[config.mk]
export PLATFORM = sky130hd
export DESIGN_NAME = dsc_ctrl
export DESIGN_NICKNAME = d
export VERILOG_FILES = /design/src/rtl/dsc_pkg.sv /design/src/rtl/dsc_ctrl.sv
export SDC_FILE = /design/constraint.sdc
export NUM_CORES = 1
export LEC_CHECK = 0
export BUFFER_PORTS_ARGS = -buffer_cell sky130_fd_sc_hd__buf_4
export CAP_MARGIN = 30
export CELL_PAD_IN_SITES_DETAIL_PLACEMENT = 1
export CELL_PAD_IN_SITES_GLOBAL_PLACEMENT = 1
export CORE_ASPECT_RATIO = 0.6
export CORE_MARGIN = 8
export CORE_UTILIZATION = 37
export CTS_BUF_LIST = sky130_fd_sc_hd__clkbuf_4 sky130_fd_sc_hd__clkbuf_8 sky130_fd_sc_hd__clkbuf_16
export DETAILED_ROUTE_END_ITERATION = 8
export GPL_ROUTABILITY_DRIVEN = 0
export GPL_TIMING_DRIVEN = 0
export PLACE_DENSITY = 0.81
export SYNTH_ARGS = -nofsm -noshare
export SYNTH_HDL_FRONTEND = slang
export SYNTH_SLANG_ARGS = --single-unit
[constraint.sdc]
create_clock -name clk -period 1.77 [get_ports clk]
set_input_delay 0.354 -clock clk [delete_from_list [all_inputs] [get_ports clk]]
set_output_delay 0.354 -clock clk [all_outputs]
set_load 0.05 [all_outputs]
[src/rtl/dsc_pkg.sv]
package dsc_pkg;

	localparam int WIDTH_DEF = 32;
	localparam int COUNT_W   = 33;
	localparam int STATUS_W  = 2;

	localparam logic [STATUS_W-1:0] ST_COUNTED = 2'd0;
	localparam logic [STATUS_W-1:0] ST_NOSOL   = 2'd1;
	localparam logic [STATUS_W-1:0] ST_INVALID = 2'd2;

	// division jobs, in the order the controller walks them
	typedef enum logic [3:0] {
		J_EUC, J_C, J_A, J_B, J_SA, J_CP, J_X, J_Y, J_LO, J_HI, J_L2, J_H2
	} job_t;

	typedef struct packed {
		logic load;
		logic init;
		logic div_start;
		logic div_take;
		logic mul;
		logic upd;
		logic fin;
		logic invalid;
		job_t job;
	} dsc_cmd_t;

	typedef struct packed {
		logic zero_coef;
		logic r1_zero;
		logic div_done;
		logic rem_nz;
	} dsc_sts_t;

endpackage

[src/rtl/dsc_ctrl.sv]
module dsc_ctrl (
	input  logic              clk,
	input  logic              arst_n,
	input  logic              in_valid,
	output logic              in_ready,
	output logic              out_valid,
	input  logic              out_ready,
	input  dsc_pkg::dsc_sts_t sts,
	output dsc_pkg::dsc_cmd_t cmd
);

	import dsc_pkg::*;

	typedef enum logic [8:0] {
		S_IDLE   = 9'b000000001,
		S_ZCHK   = 9'b000000010,
		S_ETST   = 9'b000000100,
		S_DSTART = 9'b000001000,
		S_DWAIT  = 9'b000010000,
		S_MUL    = 9'b000100000,
		S_UPD    = 9'b001000000,
		S_FIN    = 9'b010000000,
		S_OUT    = 9'b100000000
	} state_t;

	state_t state_q, state_d;
	job_t   job_q, job_d;

	always_comb begin
		cmd     = '0;
		cmd.job = job_q;
		state_d = state_q;
		job_d   = job_q;
		case (state_q)
			S_IDLE: begin
				if (in_valid) begin
					cmd.load = 1'b1;
					state_d  = S_ZCHK;
				end
			end
			S_ZCHK: begin
				if (sts.zero_coef) begin
					cmd.invalid = 1'b1;
					state_d     = S_OUT;
				end else begin
					cmd.init = 1'b1;
					state_d  = S_ETST;
				end
			end
			S_ETST: begin
				job_d   = sts.r1_zero ? J_C : J_EUC;
				state_d = S_DSTART;
			end
			S_DSTART: begin
				cmd.div_start = 1'b1;
				state_d       = S_DWAIT;
			end
			S_DWAIT: begin
				if (sts.div_done) begin
					cmd.div_take = 1'b1;
					state_d      = S_DSTART;
					case (job_q)
						J_EUC: state_d = S_MUL;
						J_C: begin
							if (sts.rem_nz)
								state_d = S_OUT;
							else
								job_d = J_A;
						end
						J_A:  job_d = J_B;
						J_B:  job_d = J_SA;
						J_SA: job_d = J_CP;
						J_CP: begin
							job_d   = J_X;
							state_d = S_MUL;
						end
						J_X: begin
							job_d   = J_Y;
							state_d = S_MUL;
						end
						J_Y:  job_d = J_LO;
						J_LO: job_d = J_HI;
						J_HI: job_d = J_L2;
						J_L2: job_d = J_H2;
						J_H2: state_d = S_FIN;
						default: state_d = S_IDLE;
					endcase
				end
			end
			S_MUL: begin
				cmd.mul = 1'b1;
				state_d = (job_q == J_EUC) ? S_UPD : S_DSTART;
			end
			S_UPD: begin
				cmd.upd = 1'b1;
				state_d = S_ETST;
			end
			S_FIN: begin
				cmd.fin = 1'b1;
				state_d = S_OUT;
			end
			S_OUT: begin
				if (out_ready)
					state_d = S_IDLE;
			end
			default: state_d = S_IDLE;
		endcase
	end

	always_ff @(posedge clk or negedge arst_n) begin
		if (!arst_n) begin
			state_q <= S_IDLE;
			job_q   <= J_EUC;
		end else begin
			state_q <= state_d;
			job_q   <= job_d;
		end
	end

	assign in_ready  = (state_q == S_IDLE);
	assign out_valid = (state_q == S_OUT);

`ifndef ASSERT_OFF
	a_no_overlap: assert property (@(posedge clk) disable iff (!arst_n)
		!(in_ready && out_valid))
		else $error("input and output open at once");

	a_take_on_done: assert property (@(posedge clk) disable iff (!arst_n)
		cmd.div_take |-> sts.div_done)
		else $error("quotient taken before divider finished");

	a_start_after_idle: assert property (@(posedge clk) disable iff (!arst_n)
		cmd.div_start |=> !sts.div_done)
		else $error("divider done right after start");

	a_return_idle: assert property (@(posedge clk) disable iff (!arst_n)
		(out_valid && out_ready) |=> in_ready)
		else $error("no return to idle after result transaction");
`endif

endmodule

* Word-level counts from Yosys, hierarchy flattened *
Cells that the tools add are included.

operators by class
  $add $sub $neg = 0
  $mul = 0
  divide/modulo/power cells = 0
  $lt $le $gt $ge = 0
  equality and inequality tests = 25
  shifts and indexed selects = 0
  multiplexer cells = 25
  bitwise gates (word level) = 0
  reduce and logical (&&, ||, !) cells = 6

operator list
  kind                                                                   count
  9-bit case mux with 9 select lines                                     1
  9-bit 2-to-1 mux                                                       5
  4-bit case mux with 10 select lines                                    1
  9-bit case mux with 4 select lines                                     1
  4-bit by 3-bit equality test with 1-bit output, second input constant  4
  4-bit equality test, second input constant                             4
  1-bit 2-to-1 mux                                                       13
  11-bit by 1-bit != test with 1-bit output, second input constant       1
  9-bit by 1-bit equality test with 1-bit output, second input constant  1
  9-bit by 2-bit equality test with 1-bit output, second input constant  1
  9-bit by 3-bit equality test with 1-bit output, second input constant  1
  9-bit by 4-bit equality test with 1-bit output, second input constant  1
  9-bit by 5-bit equality test with 1-bit output, second input constant  1
  9-bit by 6-bit equality test with 1-bit output, second input constant  1
  9-bit by 7-bit equality test with 1-bit output, second input constant  1
  9-bit by 8-bit equality test with 1-bit output, second input constant  1
  9-bit equality test, second input constant                             1
  4-bit by 2-bit equality test with 1-bit output, second input constant  2
  4-bit 2-to-1 mux                                                       2
  4-bit case mux with 2 select lines                                     1
  7-bit 2-to-1 mux                                                       1
  7-bit OR reduction                                                     1
  4-bit by 1-bit equality test with 1-bit output, second input constant  1
  4-bit zero test                                                        1
  7 further kinds                                                        8

word-level totals
  flip-flop bits (word level) = 13
  latch bits = 0
  memory bits (writable) = 0
  ROM bits = 0
  bits of input ports = 8
  output and inout bits = 14
  word-level logic and storage cells = 58
  memories kept = 0

* Depth between registers and ports, before layout *
Gate-level depths: netlist of run 1.

  word-level depth = 5
  mapped depth = 5
  mapped depth without buffers = 4

* Worst setup path after synthesis of run 1 *
Ideal clock, no wire load.

  kind = register to output
  from = register state_q[5]
  to = output port cmd[11] (netlist bit)
  arrival time = 2.203 ns
  required time = 1.416 ns
  path slack = -0.787 ns
  cell stages (with the launch flop) = 5
  path buffers = 0
  path through = dfrtp_1 -> nor4_4 -> nand2_2 -> nor2_1 -> and2_1

RTL lines
  what                    line             text
  from (decl)             dsc_ctrl.sv:26   state_t state_q, state_d;
  from (signal assigned)  dsc_ctrl.sv:115  state_q <= state_d;
  to (decl)               dsc_ctrl.sv:9    output dsc_pkg::dsc_cmd_t cmd

==> results of run 1 <==
how the worst max path moves through the flow:
stage,cells past startpoint,from,to
detailed placement,5,state_q[2],state_q[0]
floorplan,4,state_q[5],cmd[11]
global route,5,state_q[2],cmd[10]
global placement,5,state_q[5],cmd[11]
finish,5,state_q[2],cmd[10]
CTS,5,state_q[2],cmd[6]
synthesized netlist by cell type, drive strengths merged (2+ instances only):
cell / count / share of area (%)
nand3: 3 / 1.9
or2: 2 / 1.5
o31ai: 2 / 1.5
nor3b: 3 / 2.2
xor2: 3 / 2.6
nand3b: 2 / 1.5
mux2: 2 / 2.2
o21ai: 3 / 1.5
and4: 2 / 1.7
a211oi: 4 / 2.9
buf: 4 / 3.8
nor4b: 4 / 4.9
nor4: 3 / 4.8
a21oi: 2 / 0.97
inv: 5 / 1.8
dfrtp: 12 / 29
nand2b: 2 / 1.2
and2: 3 / 1.8
nor2: 6 / 2.2
nor3: 5 / 2.4
and2b: 2 / 1.7
o32ai: 2 / 3.2
nand2: 6 / 2.4
and3: 4 / 2.6
routing by layer:
layer,wire (microns),part of all wire (%),GRT usage (%),vias to the layer above
met5,13,0.25,0,-
met1,2220,42,21.0,635
li1,-,-,-,509
met2,2550,49,26.3,47
met3,250,4.8,6.04,17
met4,184,3.5,6.85,2
per-stage QoR:
stage | cell area [sq um] | worst slack [ns] | power (mW)
2_1_floorplan | 1070 | -0.165 | 1.18
3_5_place_dp | 1270 | -0.154 | 1.44
4_1_cts | 1580 | -0.315 | 1.94
5_1_grt | 1830 | -0.451 | 2.27
6_report | 1830 | -0.382 | 2.20
3_3_place_gp | 1270 | -0.145 | 1.41
timing repair:
| action | in CTS | in global routing |
|---|---|---|
| hold buffers | 1 | 0 |
| hold endpoints to repair | 12 | 0 |
| buffers inserted | 13 | 20 |
| resized for setup | 34 | 24 |
| pin swaps | 15 | 12 |
| endpoints found under the setup margin | 17 | 19 |
power breakdown:
part	internal [mW]	switching (mW)	leakage [nW]	total [mW]
Combinational	0.583	0.838	0.579	1.42
Sequential	0.361	0.112	0.161	0.473
Clock	0.175	0.128	0.0262	0.304
Total	1.12	1.08	0.766	2.20
registers in the layout, indices dropped and copies added (netlist names):
signal	flops
state_q	9
job_q	4
layout by cell type (no fill, tap or decap), types with 3 or more instances in the layout:
master     n
buf_4     36
buf_6     12
dfrtp_2    7
buf_8      6
inv_1      5
nor3_1     5
dfrtp_1    5
nand2_1    4
nor2_1     4
nor4_4     3
and3_4     3
a211oi_1   3
xor2_1     3
clkbuf_8   3
area by class of cell:
cell class | count | share of cell area [%]
clock buffer | 4 | 2.67
timing repair buffer | 52 | 26.2
inverter | 5 | 1.03
multi-input combinational | 81 | 47.1
tap | 32 | 2.19
buffer | 4 | 2.46
sequential | 13 | 18.3
critical path, cell delays in order (launching register included):
cell	delay (ns)
dfrtp_1	0.38
buf_6	0.13
buf_12	0.12
nor4b_4	0.40
nor3b_4	0.30
buf_6	0.19
logic make-up (layout without fill, tap and decap cells):
| family | Yosys count | after routing |
|---|---|---|
| mux | 2 | 2 |
| flops | 13 | 13 |
| xor+xnor | 4 | 4 |
| simple gates | 51 | 51 |
| compound gates | 24 | 24 |
| buf+inv | 9 | 65 |
==> summary.md, run 1 <==
| Metric | Value |
|---|---|
| Final Hold Violating Endpoints | 0 |
| Syn Nets | 111 |
| Worst r2r dst | state_q[0] |
| CP arrival | 1.80 ns |
| Asr flop ratio synth | 100% |
| PortBufs | 21 |
| Post-DP HPWL | 2400 microns |
| Min Hold Slack | 0.351 ns |
| Number of global-route vias before repair | 1146 |
| Post-layout util | between 70% and 80% |
| Critical path class | register to primary output |
| CTS tree | yes |
| RSZ-0062 raised after global routing | true |
| HP Start | sts[1] |
| I/O pins | 22 |
| Total track usage | ~17% |
| Vias/cell | between 6 and 7 |
| Iteration count of the initial detailed-routing pass | 4 |
| Cts bufs inserted | 3 |
| P_leak | 0.766 nW |
| DP Cell Count | 156 |
| Multi-input gate area in the final layout | roughly 860 sq um |
| # setup viols final | 18 |
| XOR/XNOR Fraction of Synth Area | 3.41% |
| Die height | 56.8 microns |
| Syn Area/Cell | 9.97 sq um |
| Top_reg_cell synth | dfrtp_1 |
| DR DRC count | 0 |
| Initial DRC count | 63 |
| # fillers | 265 |
| Worst EP required | 1.42 ns |
| Relative slew slack | 71.6% |
| Ys Warns | 0 |
| Largest net degree at the start of global routing | 14 |
| Combinational family with the most area after synthesis | simple AND/OR/NAND/NOR gates |
| DRT antenna net count | 0 |
| Clock skew | 0.00784 ns |
| Post-synthesis mux area share | 2.19% |
| Final period utilization | 122% |
| Pwr dens | 1200 nW/um^2 |
| Grt ovf | 0 |
| WL final | 5220 microns |
| F_max | approximately 0.46 GHz |
| Yosys cell types | 50 |
| Worst setup margin | -0.382 ns |
| DR WL/cell | ~27 microns |
| Final #Nets | approximately 170 |
| Initial Utilization | 39.9% |
| Antenna violations before repair | 1 |
| CTS Buffer Depth | 2 |
| Hold Path End | state_q[4] |
| Cell count after synthesis | 103 |
| # rows | 14 |
| Setup TNS | -4.75 ns |
| H-Tree Depth | 1 |
| Clk_lat worst skew | roughly 0.26 ns |
| Worst VDD drop | 0.825 mV |
| Min-Delay Path Depth | 2 |
| Synth Area in Simple Gates | a little over a third |
| Final Max Tran Viols | 0 |
| Run status | finished, violations left |
| Failing checks | negative setup slack |
| Final Instance Count excl. Fillers | ~190 |
| Total core area | ~2600 sq um |
| Clock sinks | 13 |
| Reg2reg start | state_q[2] |
| # diodes | 0 |
| Register area | 335 sq um |
| Synth Area in Compound Gates | around a fifth |
| Clk root buf | clkbuf_8 |
| Worst-path maximum fanout | 3 |
| R2R Setup Slk | -0.29 ns |
| Area of the die | between 4000 and 5000 sq um |
| Worst setup SP type | register |
| Synthesized flop and latch total | 13 |
| Clock transition at the registers of the reported paths | 0.06 ns |
| Seq/Total Area, Yosys | a little under a third |
| Post-synth EDFFs | 0 |
| Layout cells sized above 1 | 66.0% |
| Area of the mapped netlist | between 1000 and 1500 sq um |
| Worst-margin pin slew | 0.420 ns |
| Post-route minimum period | 2.15 ns |
| Adder-cell share of the synthesized area | 0% |
| Area Overhead vs Synth | 78.2% |
| Worst reg2reg path depth | 7 |
| Hold/Removal Path Class | input pin to register |
| Worst setup EP type | primary output |
| Die X | 84.0 microns |
| Vias | 1210 |
| First-pass GRT wire length | roughly 6400 microns |
| Max-Cap Viols | 0 |
(Power assumes the default switching activity.)
==> inputs of run 2 (changes only) <==
--- a/config.mk
+++ b/config.mk
@@ -11,12 +11,12 @@
 export CELL_PAD_IN_SITES_GLOBAL_PLACEMENT = 1
 export CORE_ASPECT_RATIO = 0.6
 export CORE_MARGIN = 8
-export CORE_UTILIZATION = 37
+export CORE_UTILIZATION = 41
 export CTS_BUF_LIST = sky130_fd_sc_hd__clkbuf_4 sky130_fd_sc_hd__clkbuf_8 sky130_fd_sc_hd__clkbuf_16
 export DETAILED_ROUTE_END_ITERATION = 8
 export GPL_ROUTABILITY_DRIVEN = 0
 export GPL_TIMING_DRIVEN = 0
-export PLACE_DENSITY = 0.81
+export PLACE_DENSITY = 0.85
 export SYNTH_ARGS = -nofsm -noshare
 export SYNTH_HDL_FRONTEND = slang
 export SYNTH_SLANG_ARGS = --single-unit
==> constraint.sdc (replaced) <==
create_clock -name clk -period 2.7 [get_ports clk]
set_input_delay 0.54 -clock clk [delete_from_list [all_inputs] [get_ports clk]]
set_output_delay 0.54 -clock clk [all_outputs]
set_load 0.05 [all_outputs]
==> run 2 against run 1 <==
The run now ends clean. Via count decreased by 22%. Worst setup slack improved by 0.62 ns. Register-to-register slack improved by 0.99 ns. Critical path depth decreased by 1. Core utilization decreased by 19 points. Flip-flop and latch count unchanged. Clock power decreased by 40%. Non-clock buffer count decreased by 31. Global-route usage decreased by 1.9 points. Wire length decreased by 42%. Sequential power decreased by 39%. Critical endpoint unchanged. Largest cell class unchanged.
==> summary.md, run 2 (synthesis results as in run 1) <==
| Metric | Value |
|---|---|
| Die height | 54.8 microns |
| Cts bufs inserted | 3 |
| # diodes | 0 |
| Hold/Removal Path Class | input pin to async pin |
| Top register by number of flip-flops | state_q |
| Setup Fix Bufs, Post-CTS | 0 |
| Post-layout util | between 50 and 60% |
| WL final | 3040 microns |
| DP Cell Count | 156 |
| Largest net degree at the start of global routing | 14 |
| # fillers | 271 |
| Most frequent cells in the layout | 21 x buf_4, 12 x dfrtp_1 |
| DRT antenna net count | 0 |
| Clock sinks | 13 |
| Pwr dens | 864 nW/um^2 |
| Initial Utilization | 42.2% |
| CTS tree | yes |
| Clock transition at the registers of the reported paths | ~0.050 ns |
| Final period utilization | 91.3% |
| DR WL/cell | ~19 microns |
| Number of global-route vias before repair | 988 |
| Worst EP required | 2.16 ns |
| Worst setup SP type | register |
| RSZ-0062 raised after global routing | false |
| Area Overhead vs Synth | 24.2% |
| Final Hold Violating Endpoints | 0 |
| Relative slew slack | 60.4% |
| DR DRC count | 0 |
| Clock skew | around 0.001 ns |
| Vias | ~940 |
| P_leak | between 0.5 and 0.6 nW |
| Layout cells sized above 1 | between 30% and 40% |
| # setup viols final | 0 |
| Vias/cell | 5.87 |
| Grt ovf | 0 |
| Post-DP HPWL | 2500 microns |
| Biggest regs | state_q (9), job_q (4) |
| Worst VDD drop | roughly 0.4 mV |
| Worst-path maximum fanout | 6 |
| Iteration count of the initial detailed-routing pass | 4 |
| Initial DRC count | 36 |
| Pwr Total | 1.10 mW |
| Max-Cap Viols | 0 |
| Post-CTS Resized | 0 |
| F_max | 0.406 GHz |
| Final Instance Count excl. Fillers | between 150 and 200 |
| Total core area | 2430 sq um |
| CTS Hold Bufs | 0 |
| Run status | finished, final reports clean |
| Area of the die | about 4400 sq um |
| Worst-margin pin slew | 0.586 ns |
| I/O pins | 22 |
| Post-route minimum period | 2.47 ns |
| Die X | around 81 microns |
| First-pass GRT wire length | 5000 microns |
| PortBufs | 21 |
| CP arrival | 1.93 ns |
| Total track usage | 15.1% |
| Max reg flops | 9 |
| Final Max Tran Viols | 0 |
| Min Hold Slack | 0.133 ns |
| Critical path class | register to primary output |
| Antenna violations before repair | 0 |
| Worst setup EP type | primary output |
| Setup TNS | 0 ns |
| Commonest non-fill, non-tap cell in the layout | buf_4 |
| # rows | 14 |
| CTS Buffer Depth | 2 |
| Clk_lat worst skew | 0.24 ns |
| Clk root buf | clkbuf_8 |
| Final #Nets | 137 |
| H-Tree Depth | 1 |
## run 2: layout make-up
cell class | count | area, sq um | share of cell area, %
inverter | 5 | 18.8 | 1.47
sequential | 13 | 327 | 25.6
clock buffer | 4 | 48.8 | 3.82
tap | 32 | 40.0 | 3.14
timing repair buffer | 21 | 158 | 12.4
multi-input combinational | 81 | 646 | 50.6
buffer | 4 | 38.8 | 3.04
## run 2: routing by layer
layer  share of wire (%)  vias to the layer above  wire length, microns  global-route usage, %
li1                    -                      445                     -                      -
met1                  45                      466                  1380                   18.3
met2                  48                       24                  1460                   26.8
met3                 4.4                        4                   133                   3.44
met4                 2.0                        0                    61                   4.19
met5                   0                        -                     0                      0
## run 2: final timing paths
check,start,endpoint,slack [ns],depth (start not counted)
worst max-delay path,state_q[5],cmd[10],0.23,4
min in group clk,sts[1],state_q[4],0.52,2
worst min register to register,job_q[3],state_q[6],0.66,2
worst min-delay path,arst_n,state_q[2],0.13,1
max in group asynchronous,arst_n,state_q[0],2.33,1
worst max register to register,state_q[7],job_q[0],0.70,4
## run 2: report_power, final
| group | switching, mW | internal [mW] | leakage, nW |
|---|---|---|---|
| clock network | 0.0676 | 0.114 | 0.0262 |
| logic | 0.394 | 0.237 | 0.357 |
| registers | 0.0553 | 0.235 | 0.172 |
| total | 0.517 | 0.586 | 0.556 |
## run 2: stage by stage
step / area (sq um) / setup WS, ns
5_1_grt: 1280 / 0.118
3_5_place_dp: 1230 / 0.481
6_report: 1280 / 0.234
2_1_floorplan: 1030 / 0.00174
3_3_place_gp: 1230 / 0.595
4_1_cts: 1280 / 0.206
## run 2: worst max-delay path, cell delays in order, from the launching register on
cell and delay [ns]:
dfrtp_1 0.45, nor4_4 0.46, nand2_2 0.20, nor3b_1 0.32
buf_4 0.26
